**config.mk**
```make
export PLATFORM = sky130hd
export DESIGN_NAME = tcp_option_timestamp_ws_parser_core_flat
export DESIGN_NICKNAME = d
export VERILOG_FILES = /design/src/design/tcpts_pkg.sv /design/src/design/tcpts_if.sv /design/src/design/tcp_option_timestamp_ws_parser_core.sv /design/src/design/tcpts_walker.sv /design/src/flat_wrapper.sv
export SDC_FILE = /design/constraint.sdc
export NUM_CORES = 1
export LEC_CHECK = 0
export ABC_AREA = 1
export ABC_CLOCK_PERIOD_IN_PS = 6100
export BUFFER_PORTS_ARGS = -buffer_cell sky130_fd_sc_hd__buf_4
export CAP_MARGIN = 20
export CORE_MARGIN = 4
export CORE_UTILIZATION = 25
export CTS_CLUSTER_DIAMETER = 40
export DETAILED_ROUTE_END_ITERATION = 6
export SYNTH_ARGS = -nofsm -noshare
export SYNTH_HDL_FRONTEND = slang
export SYNTH_SLANG_ARGS = --single-unit
export TNS_END_PERCENT = 1
```
**constraint.sdc**
```tcl
create_clock -name clk_i -period 6.1 [get_ports clk_i]
set_input_delay 0.305 -clock clk_i [delete_from_list [all_inputs] [get_ports clk_i]]
set_output_delay 0.305 -clock clk_i [all_outputs]
set_load 0.005 [all_outputs]
```
**src/design/tcpts_pkg.sv**
```systemverilog
// Package: shared word types and option constants for the TCP option parser.
`timescale 1ns / 1ps
package tcpts_pkg;

  localparam int unsigned DEFAULT_OPTION_LIMIT = 11;

  localparam logic [7:0] KIND_END = 8'd0;
  localparam logic [7:0] KIND_NOP = 8'd1;
  localparam logic [7:0] KIND_WS  = 8'd3;
  localparam logic [7:0] KIND_TS  = 8'd8;
  localparam logic [7:0] KIND_ANY = 8'd0;
  localparam logic [7:0] TS_LEN   = 8'd10;
  localparam logic [7:0] MIN_LEN  = 8'd2;

  typedef struct packed {
    logic [7:0] opt_byte;
    logic       last_byte;
    logic       area_empty;
  } in_word_t;

  typedef struct packed {
    logic        ts_found;
    logic [31:0] ts_value;
    logic [31:0] ts_echo;
    logic        ws_found;
    logic        status;
  } out_word_t;

endpackage

```
**src/design/tcpts_if.sv**
```systemverilog
// Interfaces: valid/ready channels for option bytes and parse results.
`timescale 1ns / 1ps
interface tcpts_in_if;
  logic       valid;
  logic       ready;
  logic [7:0] opt_byte;
  logic       last_byte;
  logic       area_empty;

  modport source (output valid, output opt_byte, output last_byte, output area_empty,
                  input ready);
  modport sink (input valid, input opt_byte, input last_byte, input area_empty,
                output ready);
  modport mon (input valid, input ready, input opt_byte, input last_byte, input area_empty);
endinterface

interface tcpts_out_if;
  logic        valid;
  logic        ready;
  logic        ts_found;
  logic [31:0] ts_value;
  logic [31:0] ts_echo;
  logic        ws_found;
  logic        status;

  modport source (output valid, output ts_found, output ts_value, output ts_echo,
                  output ws_found, output status, input ready);
  modport sink (input valid, input ts_found, input ts_value, input ts_echo,
                input ws_found, input status, output ready);
  modport mon (input valid, input ready, input ts_found, input ts_value, input ts_echo,
               input ws_found, input status);
endinterface

```
**src/design/tcp_option_timestamp_ws_parser_core.sv**
```systemverilog
// Top level: TCP option parser with input word register and result register.
`timescale 1ns / 1ps
// Takes one option byte per cycle unless stalled and gives one result word per
// header, on the byte flagged last or on an empty-area word. Each accepted word
// lands in an input register; the walker updates the header state and forms the
// result combinationally from that register, and the result is loaded into the
// output register, from which it shows. Throughput is one word every cycle;
// input stalls only while a finished result waits in the output register and
// the word in the input register would produce another.
module tcp_option_timestamp_ws_parser_core #(
  parameter int unsigned OPTION_LIMIT = tcpts_pkg::DEFAULT_OPTION_LIMIT
) (
  input  logic        clk_i,
  input  logic        rst_ni,
  tcpts_in_if.sink    in_i,
  tcpts_out_if.source out_o
);
  import tcpts_pkg::*;

  logic      s1_v_q;
  in_word_t  s1_q;
  logic      s1_res;
  logic      s1_go;
  logic      out_v_q, out_v_d;
  out_word_t out_q;
  out_word_t res;

  assign s1_res     = s1_q.last_byte || s1_q.area_empty;
  assign s1_go      = s1_v_q && (!s1_res || !out_v_q || out_o.ready);
  assign in_i.ready = !s1_v_q || s1_go;

  tcpts_walker #(
    .OPTION_LIMIT(OPTION_LIMIT)
  ) u_walker (
    .clk_i (clk_i),
    .rst_ni(rst_ni),
    .step_i(s1_go),
    .word_i(s1_q),
    .res_o (res)
  );

  always_comb begin
    out_v_d = out_v_q;
    if (out_o.ready) out_v_d = 1'b0;
    if (s1_go && s1_res) out_v_d = 1'b1;
  end

  always_ff @(posedge clk_i or negedge rst_ni) begin
    if (!rst_ni) begin
      s1_v_q  <= 1'b0;
      out_v_q <= 1'b0;
    end else begin
      if (in_i.ready) s1_v_q <= in_i.valid;
      out_v_q <= out_v_d;
    end
  end

  always_ff @(posedge clk_i) begin
    if (in_i.ready && in_i.valid) begin
      s1_q.opt_byte   <= in_i.opt_byte;
      s1_q.last_byte  <= in_i.last_byte;
      s1_q.area_empty <= in_i.area_empty;
    end
    if (s1_go && s1_res) out_q <= res;
  end

  assign out_o.valid    = out_v_q;
  assign out_o.ts_found = out_q.ts_found;
  assign out_o.ts_value = out_q.ts_value;
  assign out_o.ts_echo  = out_q.ts_echo;
  assign out_o.ws_found = out_q.ws_found;
  assign out_o.status   = out_q.status;

endmodule

```
**src/design/tcpts_walker.sv**
```systemverilog
// Option walker: per-header parse state and result word for one byte.
`timescale 1ns / 1ps
module tcpts_walker #(
  parameter int unsigned OPTION_LIMIT = tcpts_pkg::DEFAULT_OPTION_LIMIT
) (
  input  logic                 clk_i,
  input  logic                 rst_ni,
  input  logic                 step_i,
  input  tcpts_pkg::in_word_t  word_i,
  output tcpts_pkg::out_word_t res_o
);
  import tcpts_pkg::*;

  localparam int unsigned CntW = $clog2(OPTION_LIMIT + 1);
  localparam logic [CntW-1:0] CntLimit = CntW'(OPTION_LIMIT);

  typedef enum logic [1:0] {
    PH_KIND = 2'd0,
    PH_LEN  = 2'd1,
    PH_BODY = 2'd2
  } phase_e;

  phase_e         ph_q, ph_d;
  logic [CntW-1:0] cnt_q, cnt_d;
  logic [7:0]     left_q, left_d;
  logic [7:0]     kind_q, kind_d;
  logic [63:0]    ts_q, ts_d;
  logic           fts_q, fts_d;
  logic           fws_q, fws_d;
  logic           stop_q, stop_d;
  logic           mal_q, mal_d;

  logic [7:0]     b;
  logic [7:0]     fin_kind;
  logic           fin;
  logic [CntW-1:0] cnt_inc;

  always_comb begin
    b        = word_i.opt_byte;
    ph_d     = ph_q;
    cnt_d    = cnt_q;
    left_d   = left_q;
    kind_d   = kind_q;
    ts_d     = ts_q;
    fts_d    = fts_q;
    fws_d    = fws_q;
    stop_d   = stop_q;
    mal_d    = mal_q;
    fin      = 1'b0;
    fin_kind = KIND_ANY;
    cnt_inc  = (cnt_q < CntLimit) ? cnt_q + 1'b1 : cnt_q;

    if (!stop_q && !mal_q) begin
      unique case (ph_q)
        PH_LEN: begin
          if (b < MIN_LEN) begin
            mal_d = 1'b1;
          end else begin
            left_d = b - MIN_LEN;
            if (kind_q == KIND_TS && b == TS_LEN && !fts_q) begin
              kind_d = KIND_TS;
              ts_d   = '0;
            end else if (kind_q == KIND_WS) begin
              kind_d = KIND_WS;
            end else begin
              kind_d = KIND_ANY;
            end
            if (left_d == '0) begin
              fin      = 1'b1;
              fin_kind = kind_d;
            end else begin
              ph_d = PH_BODY;
              if (word_i.last_byte) mal_d = 1'b1;
            end
          end
        end
        PH_BODY: begin
          if (kind_q == KIND_TS) ts_d = {ts_q[55:0], b};
          left_d = left_q - 8'd1;
          if (left_d == '0) begin
            fin      = 1'b1;
            fin_kind = kind_q;
          end else if (word_i.last_byte) begin
            mal_d = 1'b1;
          end
        end
        default: begin
          if (b == KIND_END) begin
            stop_d = 1'b1;
          end else begin
            cnt_d = cnt_inc;
            if (b == KIND_NOP) begin
              if (cnt_inc >= CntLimit) stop_d = 1'b1;
            end else begin
              kind_d = b;
              ph_d   = PH_LEN;
              if (word_i.last_byte) mal_d = 1'b1;
            end
          end
        end
      endcase
    end

    if (fin) begin
      if (fin_kind == KIND_TS) fts_d = 1'b1;
      else if (fin_kind == KIND_WS) fws_d = 1'b1;
      ph_d   = PH_KIND;
      kind_d = KIND_ANY;
      if (cnt_q >= CntLimit) stop_d = 1'b1;
    end

    res_o.ts_found = fts_d;
    res_o.ts_value = fts_d ? ts_d[63:32] : 32'd0;
    res_o.ts_echo  = fts_d ? ts_d[31:0] : 32'd0;
    res_o.ws_found = fws_d;
    res_o.status   = mal_d;
    if (word_i.area_empty) res_o = '0;

    if (word_i.last_byte || word_i.area_empty) begin
      ph_d   = PH_KIND;
      cnt_d  = '0;
      left_d = '0;
      kind_d = '0;
      ts_d   = '0;
      fts_d  = 1'b0;
      fws_d  = 1'b0;
      stop_d = 1'b0;
      mal_d  = 1'b0;
    end
  end

  always_ff @(posedge clk_i or negedge rst_ni) begin
    if (!rst_ni) begin
      ph_q   <= PH_KIND;
      cnt_q  <= '0;
      left_q <= '0;
      kind_q <= '0;
      ts_q   <= '0;
      fts_q  <= 1'b0;
      fws_q  <= 1'b0;
      stop_q <= 1'b0;
      mal_q  <= 1'b0;
    end else if (step_i) begin
      ph_q   <= ph_d;
      cnt_q  <= cnt_d;
      left_q <= left_d;
      kind_q <= kind_d;
      ts_q   <= ts_d;
      fts_q  <= fts_d;
      fws_q  <= fws_d;
      stop_q <= stop_d;
      mal_q  <= mal_d;
    end
  end

endmodule

```
**src/flat_wrapper.sv**
```systemverilog
// flat-port wrapper written by rule: the top's interface ports become plain ports
module tcp_option_timestamp_ws_parser_core_flat import tcpts_pkg::*;
#(
  parameter int unsigned OPTION_LIMIT = tcpts_pkg::DEFAULT_OPTION_LIMIT
)
  (clk_i, rst_ni, in_i_valid, in_i_opt_byte, in_i_last_byte, in_i_area_empty, in_i_ready, out_o_valid, out_o_ts_found, out_o_ts_value, out_o_ts_echo, out_o_ws_found, out_o_status, out_o_ready);
  tcpts_in_if in_i_i ();
  tcpts_out_if out_o_i ();
  input  logic clk_i;
  input  logic rst_ni;
  input wire logic [$bits(in_i_i.valid)-1:0] in_i_valid;
  input wire logic [$bits(in_i_i.opt_byte)-1:0] in_i_opt_byte;
  input wire logic [$bits(in_i_i.last_byte)-1:0] in_i_last_byte;
  input wire logic [$bits(in_i_i.area_empty)-1:0] in_i_area_empty;
  output wire logic [$bits(in_i_i.ready)-1:0] in_i_ready;
  output wire logic [$bits(out_o_i.valid)-1:0] out_o_valid;
  output wire logic [$bits(out_o_i.ts_found)-1:0] out_o_ts_found;
  output wire logic [$bits(out_o_i.ts_value)-1:0] out_o_ts_value;
  output wire logic [$bits(out_o_i.ts_echo)-1:0] out_o_ts_echo;
  output wire logic [$bits(out_o_i.ws_found)-1:0] out_o_ws_found;
  output wire logic [$bits(out_o_i.status)-1:0] out_o_status;
  input wire logic [$bits(out_o_i.ready)-1:0] out_o_ready;
  assign in_i_i.valid = in_i_valid;
  assign in_i_i.opt_byte = in_i_opt_byte;
  assign in_i_i.last_byte = in_i_last_byte;
  assign in_i_i.area_empty = in_i_area_empty;
  assign in_i_ready = in_i_i.ready;
  assign out_o_valid = out_o_i.valid;
  assign out_o_ts_found = out_o_i.ts_found;
  assign out_o_ts_value = out_o_i.ts_value;
  assign out_o_ts_echo = out_o_i.ts_echo;
  assign out_o_ws_found = out_o_i.ws_found;
  assign out_o_status = out_o_i.status;
  assign out_o_i.ready = out_o_ready;
  tcp_option_timestamp_ws_parser_core #(.OPTION_LIMIT(OPTION_LIMIT)) u_core (.clk_i(clk_i), .rst_ni(rst_ni), .in_i(in_i_i), .out_o(out_o_i));
endmodule
```
==> metrics.txt, run 1 <==
outcome finished, final reports clean; Critical Path Start Type flop; Synth area leaders edfxtp_1 (29%), dfrtp_1 (29%), nor2_4 (7.3%); Detail Route Antenna Nets 0; commonest non-fill, non-tap cell in the layout nand2_1; HP Class input port to flop; mean number of vias per cell 4.61; Worst Hold Launch in_i_area_empty; htree depth 4; CTS max path bufs 2; Post-synth EDFFs 77; Lkg Pwr 0.00364 µW; RSZ-0062 raised after global routing false; CP Launch Point u_core.s1_q[3]; Syn Inst Count 754; Synth Flop Type dfrtp_1; critical path type flop to flop; metal2 WL 8.40 mm; number of clock sinks 169; Worst path max stage delay 0.61 ns; Die W 187 µm; IR drop worst, VDD 0.000177 V; starting DRC count in detailed routing 591; final period utilization 55.1%; Max Fanout on Critical Path 28; final count of pins violating max slew 0; Seq/Total Area, Yosys 57.7%; grt total ovfl 0; metal3 WL 1.27 mm; relative slew slack 36.5%; vias in the first global route 5497; MaxCap Viol Count 0; Global Route Usage Sum 11.0%; Detailed Route WL 19.0 mm; first-pass GRT wire length 30.7 mm; worst path cell trace inv_2 > ha_1 > inv_1 > nand2_1 > nand2_1 > nor2_1 > nand3_1 > nor2_2 > nand4_1 > nand2_1 > nor2_2 > nand3_1 > nand2_1 > nand2_4 > buf_4 > nor2_4; fmax 0.298 GHz; initial core utilization 25.3%; most frequent cells in the layout nand2_1 (145), dfrtp_1 (92), buf_4 (90); clock root cell clkbuf_16; M1 wire length 8.98 mm; worst setup margin 2.74 ns; share of the synthesized area in the top cell type 28.9%; library cells used by synthesis 37; cell area after synthesis 8000 µm²; CTS tree yes; largest net degree at the start of global routing 78; FF+latch count, synth 169; Die ar. 34900 µm²; Layout Area Growth over Synthesis 20.0%; most used cell, CP nand2_1; worst skew pair latency 0.44 ns; clock-pin slew on the worst setup and hold paths 0.08 ns; Post-Syn Area per Cell 10.6 µm²; reg2reg start u_core.s1_q[3]; Buffers on Ports 82; Fin Setup TNS 0 ns; Worst path slowest cell nand2_4; Critical Path RT 6.28 ns; leading area contributor after synthesis edfxtp_1; DRC Markers 0; io pins 83; ant diodes 0; placed cells 1209; Die H 187 µm; Highest Signal Layer met4; Post-DP HPWL 12.6 mm; crit end category flop; ys async rst share 54.4%; Core Region 31600 µm²; Clock Skew 0.0112 ns; pwr/cell area 301 nW/µm²; GPL Wtd Cong 0.851; Layout Cells excl Fill 1243; DRT Pass-1 Iters 5; initial antenna violation count 0; Final setup viols 0; DR WL/cell 15.3 µm; FP Rows 65; total CTS buffers 17; layout cells sized above 1 25.3%; dpl ws 2.73 ns; Syn Nets 774; Worst Tran Pin Value 0.952 ns; Yosys warnings 0; DR vias 5728; CP Data Arrival Time 3.54 ns; Final Hold Viols 0; Layout Nets 848; Final min period 3.36 ns
[metal layers]
layer	vias up	GRT usage, %
met3	24	3.14
met5	-	0
met2	175	15.8
li1	2776	-
met4	0	3.87
met1	2753	15.7
[worst paths after layout]
path	to	slack [ns]	cells past startpoint
min reg2reg	u_core.u_walker.ts_q[56]	0.49	2
min in group asynchronous	u_core.s1_v_q	0.28	2
max reg2reg	u_core.out_o.ts_value[4]	2.74	16
max in group asynchronous	u_core.u_walker.ts_q[35]	4.89	4
max	u_core.out_o.ts_value[4]	2.74	16
min	u_core.s1_q[0]	0.04	1
[cell usage after synthesis, types with 13 or more instances]
library cell	instances
nand3_1	25
o21ai_1	13
dfrtp_1	92
nor2_4	52
nor2_1	40
nand2_1	146
a21oi_1	17
o21ai_0	75
a22oi_1	65
clkbuf_1	20
nand4_1	14
edfxtp_1	77
inv_1	40
[stage by stage]
step,utilization (%),instance area [µm²],power (µW),hold WS (ns)
final,30.4,9590,2890,0.0407
after global routing,30.4,9590,3030,0.0203
after CTS,30.3,9570,2910,0.0187
after floorplan,-,8000,1630,0.00941
after detailed placement,28.3,8940,1800,0.189
after global placement,28.3,8940,1800,0.188
[critical path, delay by kind of cell, from the launching register on]
family / cells / cell delay (ns)
adder cells (fa/ha/maj): 1 / 0.23
flip-flops: 1 / 0.43
buffers and inverters: 3 / 0.78
AND/OR/NAND/NOR: 12 / 1.63
[report_power, final]
group          internal [µW]  switching (µW)  leakage, µW  total, µW
Combinational            148             316      0.00131        464
Sequential              1270            46.9      0.00203       1320
Clock                    562             542     0.000299       1100
[final cells by class]
type,instances,area [µm²]
tap,402,503
fill,3229,22000
clock inverter,15,186
multi-input combinational,498,2960
clock buffer,17,425
sequential,169,4610
inverter,50,188
timing repair buffer,92,713
[kinds of logic after synthesis]
logic type                 after synthesis  share of synthesized area, %
and+or+nand+nor                        304                          21.1
adders and majority gates                6                         0.939
DFF                                    169                          57.7
AOI/OAI and AO/OA                      185                          14.4
buffers and inverters                   87                          5.45
xor gates and xnor gates                 3                         0.329
[sequential cells by signal, indices dropped and copies added (netlist names), 2 cells and up]
name and flops:
u_core.out_o.ts_echo 32, u_core.out_o.ts_value 32, u_core.s1_q 10, u_core.u_walker.cnt_q 4, u_core.u_walker.kind_q 8, u_core.u_walker.left_q 8, u_core.u_walker.ph_q 2, u_core.u_walker.ts_q 64
[repair_timing]
item | CTS | global route
hold buffers | 1 | 0
endpoints found under the setup margin | 0 | 0
gates resized for setup | 0 | 0
endpoints found under the hold margin | 15 | 0
buffers inserted | 0 | 0
No activity file was read; power rests on OpenSTA's default activity.
==> inputs of run 2 (changes only) <==
ABC_CLOCK_PERIOD_IN_PS = 3200   (was 6100)
clock period = 3.2 ns   (was 6.1 ns; I/O delays follow)
==> metrics.txt, run 2 (same netlist as run 1, synthesis figures left out) <==
HP Class input port to flop; Fin Setup TNS 0 ns (unchanged); critical path type flop to flop; GPL Wtd Cong 0.882 (+3.7%); initial core utilization 25.3% (unchanged); Max Fanout on Critical Path 27 (-3.6%); Post-DP HPWL 13.3 mm (+5.7%); initial antenna violation count 0 (unchanged); Clock Skew 0.00761 ns (-0.00358 ns); clock root cell clkbuf_16; Die ar. 34900 µm² (unchanged); CTS max path bufs 2 (unchanged); largest net degree at the start of global routing 70 (-10%); Final Hold Viols 0 (unchanged); Worst Tran Pin Value 0.947 ns (-0.00432 ns); sw frac 30.4% (-1.0 points); Layout Area Growth over Synthesis 23.0%; starting DRC count in detailed routing 484 (-18%); Lkg Pwr 0.00374 µW (+2.9%); critical path's top delay family simple AND/OR/NAND/NOR gates; placed cells 1215 (+0.50%); total CTS buffers 17 (unchanged); Largest register FFs 64 (unchanged); reg2reg start u_core.s1_q[3]; combinational share of power 16.3% (+0.2 points); DR WL/cell 15.6 µm (+2.0%); clock-pin slew on the worst setup and hold paths 0.07 ns (about the same); Layout Cells excl Fill 1259 (+1.3%); htree depth 4 (unchanged); Critical Path RT 3.38 ns (-2.90 ns); post-route cell area 9830 µm² (+2.5%); post-CTS setup buffer count 0 (unchanged); cell-internal power 3940 µW (+99%); Layout Nets 864 (+1.9%); Top reg by flops u_core.u_walker.ts_q; IR drop worst, VDD 0.000360 V (+100%); Buffers on Ports 82 (unchanged); Core Region 31600 µm² (unchanged); placed inst area 9060 µm² (+1.3%); CTS tree yes; MaxCap Viol Count 0 (unchanged); Final setup viols 0 (unchanged); Die H 187 µm (unchanged); Worst R2R Path Depth 14 (-2); relative slew slack 36.8% (+0.29 points); Worst Hold Launch out_o_ready; RSZ-0062 raised after global routing false; Die W 187 µm (unchanged); worst skew pair latency 0.44 ns (about the same); vias in the first global route 5798 (+5.5%); mean number of vias per cell 4.66 (+1.1%); final count of pins violating max slew 0 (unchanged); Global Route Usage Sum 11.3% (+0.33 points); Detail Route Antenna Nets 0 (unchanged); CP Launch Point u_core.s1_q[3]; DR vias 5864 (+2.4%); ant diodes 0 (unchanged); Flop pwr share 44.3% (-1.3 points); DRT Pass-1 Iters 4 (-1); most frequent cells in the layout nand2_1 (145), dfrtp_1 (92), buf_4 (90); commonest non-fill, non-tap cell in the layout nand2_1; layout cells sized above 1 25.4% (+0.11 points); crit end category flop; Pwr Total 5660 µW (+96%); Clk pwr share 39.3% (+1.0 points); Worst Hold Depth 4 (+3); most used cell, CP nand2_1; FP Rows 65 (unchanged); CP Data Arrival Time 2.93 ns (-0.61 ns); CP bufs+invs 2 (-1); pwr/cell area 575 nW/µm² (+91%); grt total ovfl 0 (unchanged); outcome finished, final reports clean; final period utilization 85.8% (+31 points); first-pass GRT wire length 31.9 mm (+3.7%); worst path cell trace inv_2 > ha_1 > nand2_1 > o21ai_1 > nand3_1 > nor2_2 > nand4_1 > nand2_1 > nor2_2 > nand3_1 > nand2_1 > nand2_4 > buf_12 > nor2_1; Worst path max stage delay 0.46 ns (-0.15 ns); fmax 0.364 GHz (+22%); Levels on crit path 14 (-2); NetSw 1720 µW (+90%); Worst path slowest cell edfxtp_1; number of clock sinks 169 (unchanged); DRC Markers 0 (unchanged); Critical Path Start Type flop; hold_ws 0.0226 ns (-0.0181 ns); Final min period 2.75 ns (-0.613 ns); Detailed Route WL 19.6 mm (+3.3%); Layout fillers 3248 (+0.59%); io pins 83 (unchanged)
==> run 2: final cells by class <==
class                   instances  area (µm²)  area share (%)
flip-flops and latches        169        4610            46.9
clock buffers                  17         425            4.33
multi-input cells             498        2960            30.1
well taps                     402         503            5.12
clock inverters                15         223            2.27
inverters                      50         188            1.91
repair buffers                108         916            9.32
==> run 2: routing by layer <==
layer	up-vias	share of wire [%]	track usage [%]
li1	2820	-	-
met1	2882	48	16.0
met2	138	45	16.8
met3	24	4.6	2.59
met4	0	2.0	4.27
met5	-	0	0
==> run 2: timing repair <==
item / in CTS / in global routing
hold endpoints to repair: 78 / 0
gates resized for setup: 0 / 0
hold buffers: 12 / 0
==> run 2: path summary, 6_finish.rpt <==
kind                                             to  slack [ns]
max                         u_core.out_o.ts_echo[6]        0.45
min                              u_core.out_o.valid        0.02
max reg2reg                 u_core.out_o.ts_echo[6]        0.45
min reg2reg                u_core.u_walker.ts_q[61]        0.49
max in group asynchronous   u_core.u_walker.ts_q[9]        2.02
min in group asynchronous        u_core.out_o.valid        0.40
==> run 2: per-stage QoR <==
stage / utilization (%) / worst slack [ns]
3_3_place_gp: 28.7 / 0.567
5_1_grt: 31.2 / 0.159
4_1_cts: 31.2 / 0.473
2_1_floorplan: - / 0.299
3_5_place_dp: 28.7 / 0.497
6_report: 31.2 / 0.453
==> run 2: worst reg2reg max path: cells and delay by family, from the launching register on <==
family	cells	cell delay, ns
buffers and inverters	2	0.46
AOI/OAI and AO/OA	1	0.20
and+or+nand+nor	10	1.16
adders and majority gates	1	0.23
DFF	1	0.46
==> run 2: power by group through the flow <==
stage	combinational [µW]	clock [µW]	sequential [µW]
final	923	2230	2510
after global routing	1030	2370	2530
after CTS	930	2280	2510
after detailed placement	917	0	2560
after global placement	910	0	2550
after floorplan	560	0	2540
==> inputs of run 3 (changes only) <==
CORE_MARGIN = 1.5   (was 4)
==> metrics.txt, run 3 (same netlist as run 1, synthesis figures left out) <==
fmax 0.342 GHz (-6.1%); Die ar. 33100 µm² (-5.3%); Detail Route Antenna Nets 0 (unchanged); critical path type flop to flop; Final Hold Viols 0 (unchanged); CTS tree yes; grt total ovfl 0 (unchanged); metal3 WL 1.31 mm (+45%); GPL Wtd Cong 0.855 (-3.1%); RSZ-0062 raised after global routing false; Final min period 2.93 ns (+0.178 ns); Reg-to-Reg End u_core.out_o.ts_value[22]; IR drop worst, VDD 0.000441 V (+22%); post-route cell area 9830 µm² (about the same); Detailed Route WL 19.3 mm (-1.4%); ant diodes 0 (unchanged); R2R Setup Slk 0.27 ns (-0.18 ns); Levels on crit path 16 (+2); worst skew pair latency 0.44 ns (about the same); Critical Path RT 3.39 ns (about the same); largest net degree at the start of global routing 71 (+1.4%); reg2reg start u_core.s1_q[3]; worst path cell trace inv_2 > ha_1 > inv_1 > nand2_1 > nand2_1 > nor2_1 > nand3_1 > nor2_2 > nand4_1 > nand2_1 > nor2_2 > nand3_1 > nand2_1 > nand2_4 > buf_12 > nor2_4; Lkg Pwr 0.00373 µW (-0.25%); HP Class input port to flop; Core Region 31600 µm² (unchanged); MaxCap Viol Count 0 (unchanged); CP bufs+invs 3 (+1); M1 wire length 9.00 mm (-4.4%); Final setup viols 0 (unchanged); most frequent cells in the layout nand2_1 (145), dfrtp_1 (92), buf_4 (87); first-pass GRT wire length 31.5 mm (-1.1%); final count of pins violating max slew 0 (unchanged); total CTS buffers 17 (unchanged); clock-pin slew on the worst setup and hold paths 0.08 ns (about the same); Sequential Area 4610 µm² (unchanged); placed inst area 9060 µm² (about the same); Clock Skew 0.0136 ns (+0.00602 ns); number of clock sinks 169 (unchanged); multi-input logic area 2960 µm² (unchanged); Worst path slowest cell edfxtp_1; CP Data Arrival Time 3.12 ns (+0.19 ns); Layout Nets 862 (-0.23%); Die H 182 µm (-2.7%); relative slew slack 39.4% (+2.6 points); metal2 WL 8.60 mm (-3.3%); initial antenna violation count 0 (unchanged); DR WL/cell 15.4 µm (-1.3%); commonest non-fill, non-tap cell in the layout nand2_1; Largest register FFs 64 (unchanged); Top reg by flops u_core.u_walker.ts_q; Worst path max stage delay 0.52 ns (+0.06 ns); FP Rows 65 (unchanged); final period utilization 91.4% (+5.6 points); most used cell, CP nand2_1; layout cells sized above 1 25.3% (-0.17 points); Worst Tran Pin Value 0.909 ns (-0.0386 ns); DRT Pass-1 Iters 7 (+3); Layout fillers 3211 (-1.1%); Layout Area Growth over Synthesis 22.9% (about the same); Global Route Usage Sum 12.2% (+0.91 points); critical path's top delay family simple AND/OR/NAND/NOR gates; Worst R2R Path Depth 16 (+2); vias in the first global route 5696 (-1.8%); Fin Setup TNS 0 ns (unchanged); Highest Signal Layer met4; CP Launch Point u_core.s1_q[3]; mean number of vias per cell 4.65 (-0.23%); starting DRC count in detailed routing 578 (+19%); DR vias 5841 (-0.39%); pwr/cell area 572 nW/µm² (-0.65%); htree depth 4 (unchanged); initial core utilization 25.3% (unchanged); io pins 83 (unchanged); clock root cell clkbuf_16; Max Fanout on Critical Path 21 (-22%); Die W 182 µm (-2.7%); Worst Setup EP u_core.out_o.ts_value[22]; Post-DP HPWL 12.9 mm (-3.0%); outcome finished, final reports clean; CTS max path bufs 2 (unchanged); Buffers on Ports 82 (unchanged); post_cts resized 0 (unchanged); DRC Markers 0 (unchanged); crit end category flop; Critical Path Start Type flop
==> run 3: metal layers <==
layer	vias to the layer above	track usage, %
li1	2820	-
met1	2818	16.9
met2	177	18.0
met3	26	3.57
met4	0	4.53
met5	-	0
==> run 3: area by class of cell <==
| class | count | area share, % |
|---|---|---|
| timing repair buffer | 106 | 9.30 |
| clock buffer | 17 | 4.33 |
| inverter | 50 | 1.91 |
| tap | 402 | 5.12 |
| multi-input combinational | 498 | 30.2 |
| sequential | 169 | 47.0 |
| clock inverter | 15 | 2.23 |
==> run 3: worst min-delay path by stage <==
| stage | from | end | slack (ns) | cells past startpoint |
|---|---|---|---|---|
| after floorplan | rst_ni | u_core.out_o.valid | -0.14 | 0 |
| after global placement | in_i_last_byte | u_core.s1_q[1] | 0.34 | 1 |
| after detailed placement | rst_ni | u_core.u_walker.left_q[2] | 0.34 | 1 |
| after CTS | out_o_ready | u_core.out_o.valid | 0.004 | 4 |
| after global routing | out_o_ready | u_core.out_o.valid | 0.02 | 4 |
| final | out_o_ready | u_core.out_o.valid | 0.02 | 4 |
==> run 3: stage by stage <==
step	hold slack, ns	worst slack [ns]	total power (µW)	cells	utilization, %
global route	0.0174	0.0448	5870	1257	31.1
CTS	0.00420	0.313	5670	1257	31.1
finish	0.0178	0.275	5620	1257	31.1
global placement	0.340	0.370	3460	1213	28.7
detailed placement	0.340	0.329	3460	1213	28.7
floorplan	-0.136	0.299	3100	754	-
==> run 3: where the power goes <==
group	internal, µW	switching [µW]	total, µW	leakage, µW
logic	307	613	920	0.00140
registers	2420	88.5	2510	0.00203
clock network	1150	1040	2190	0.000307
==> run 3: what timing repair did <==
item | 4_1_cts | 5_1_grt
hold buffers | 12 | 0
hold endpoints to repair | 75 | 0
buffers inserted | 0 | 0
==> run 3: worst register-to-register path: stages (launching register included) <==
cell and delay, ns:
edfxtp_1 0.52, inv_2 0.20, ha_1 0.24, inv_1 0.05, nand2_1 0.06, nand2_1 0.08
nor2_1 0.09, nand3_1 0.09, nor2_2 0.14, nand4_1 0.16, nand2_1 0.15, nor2_2 0.05
nand3_1 0.07, nand2_1 0.08, nand2_4 0.31, buf_12 0.32, nor2_4 0.06
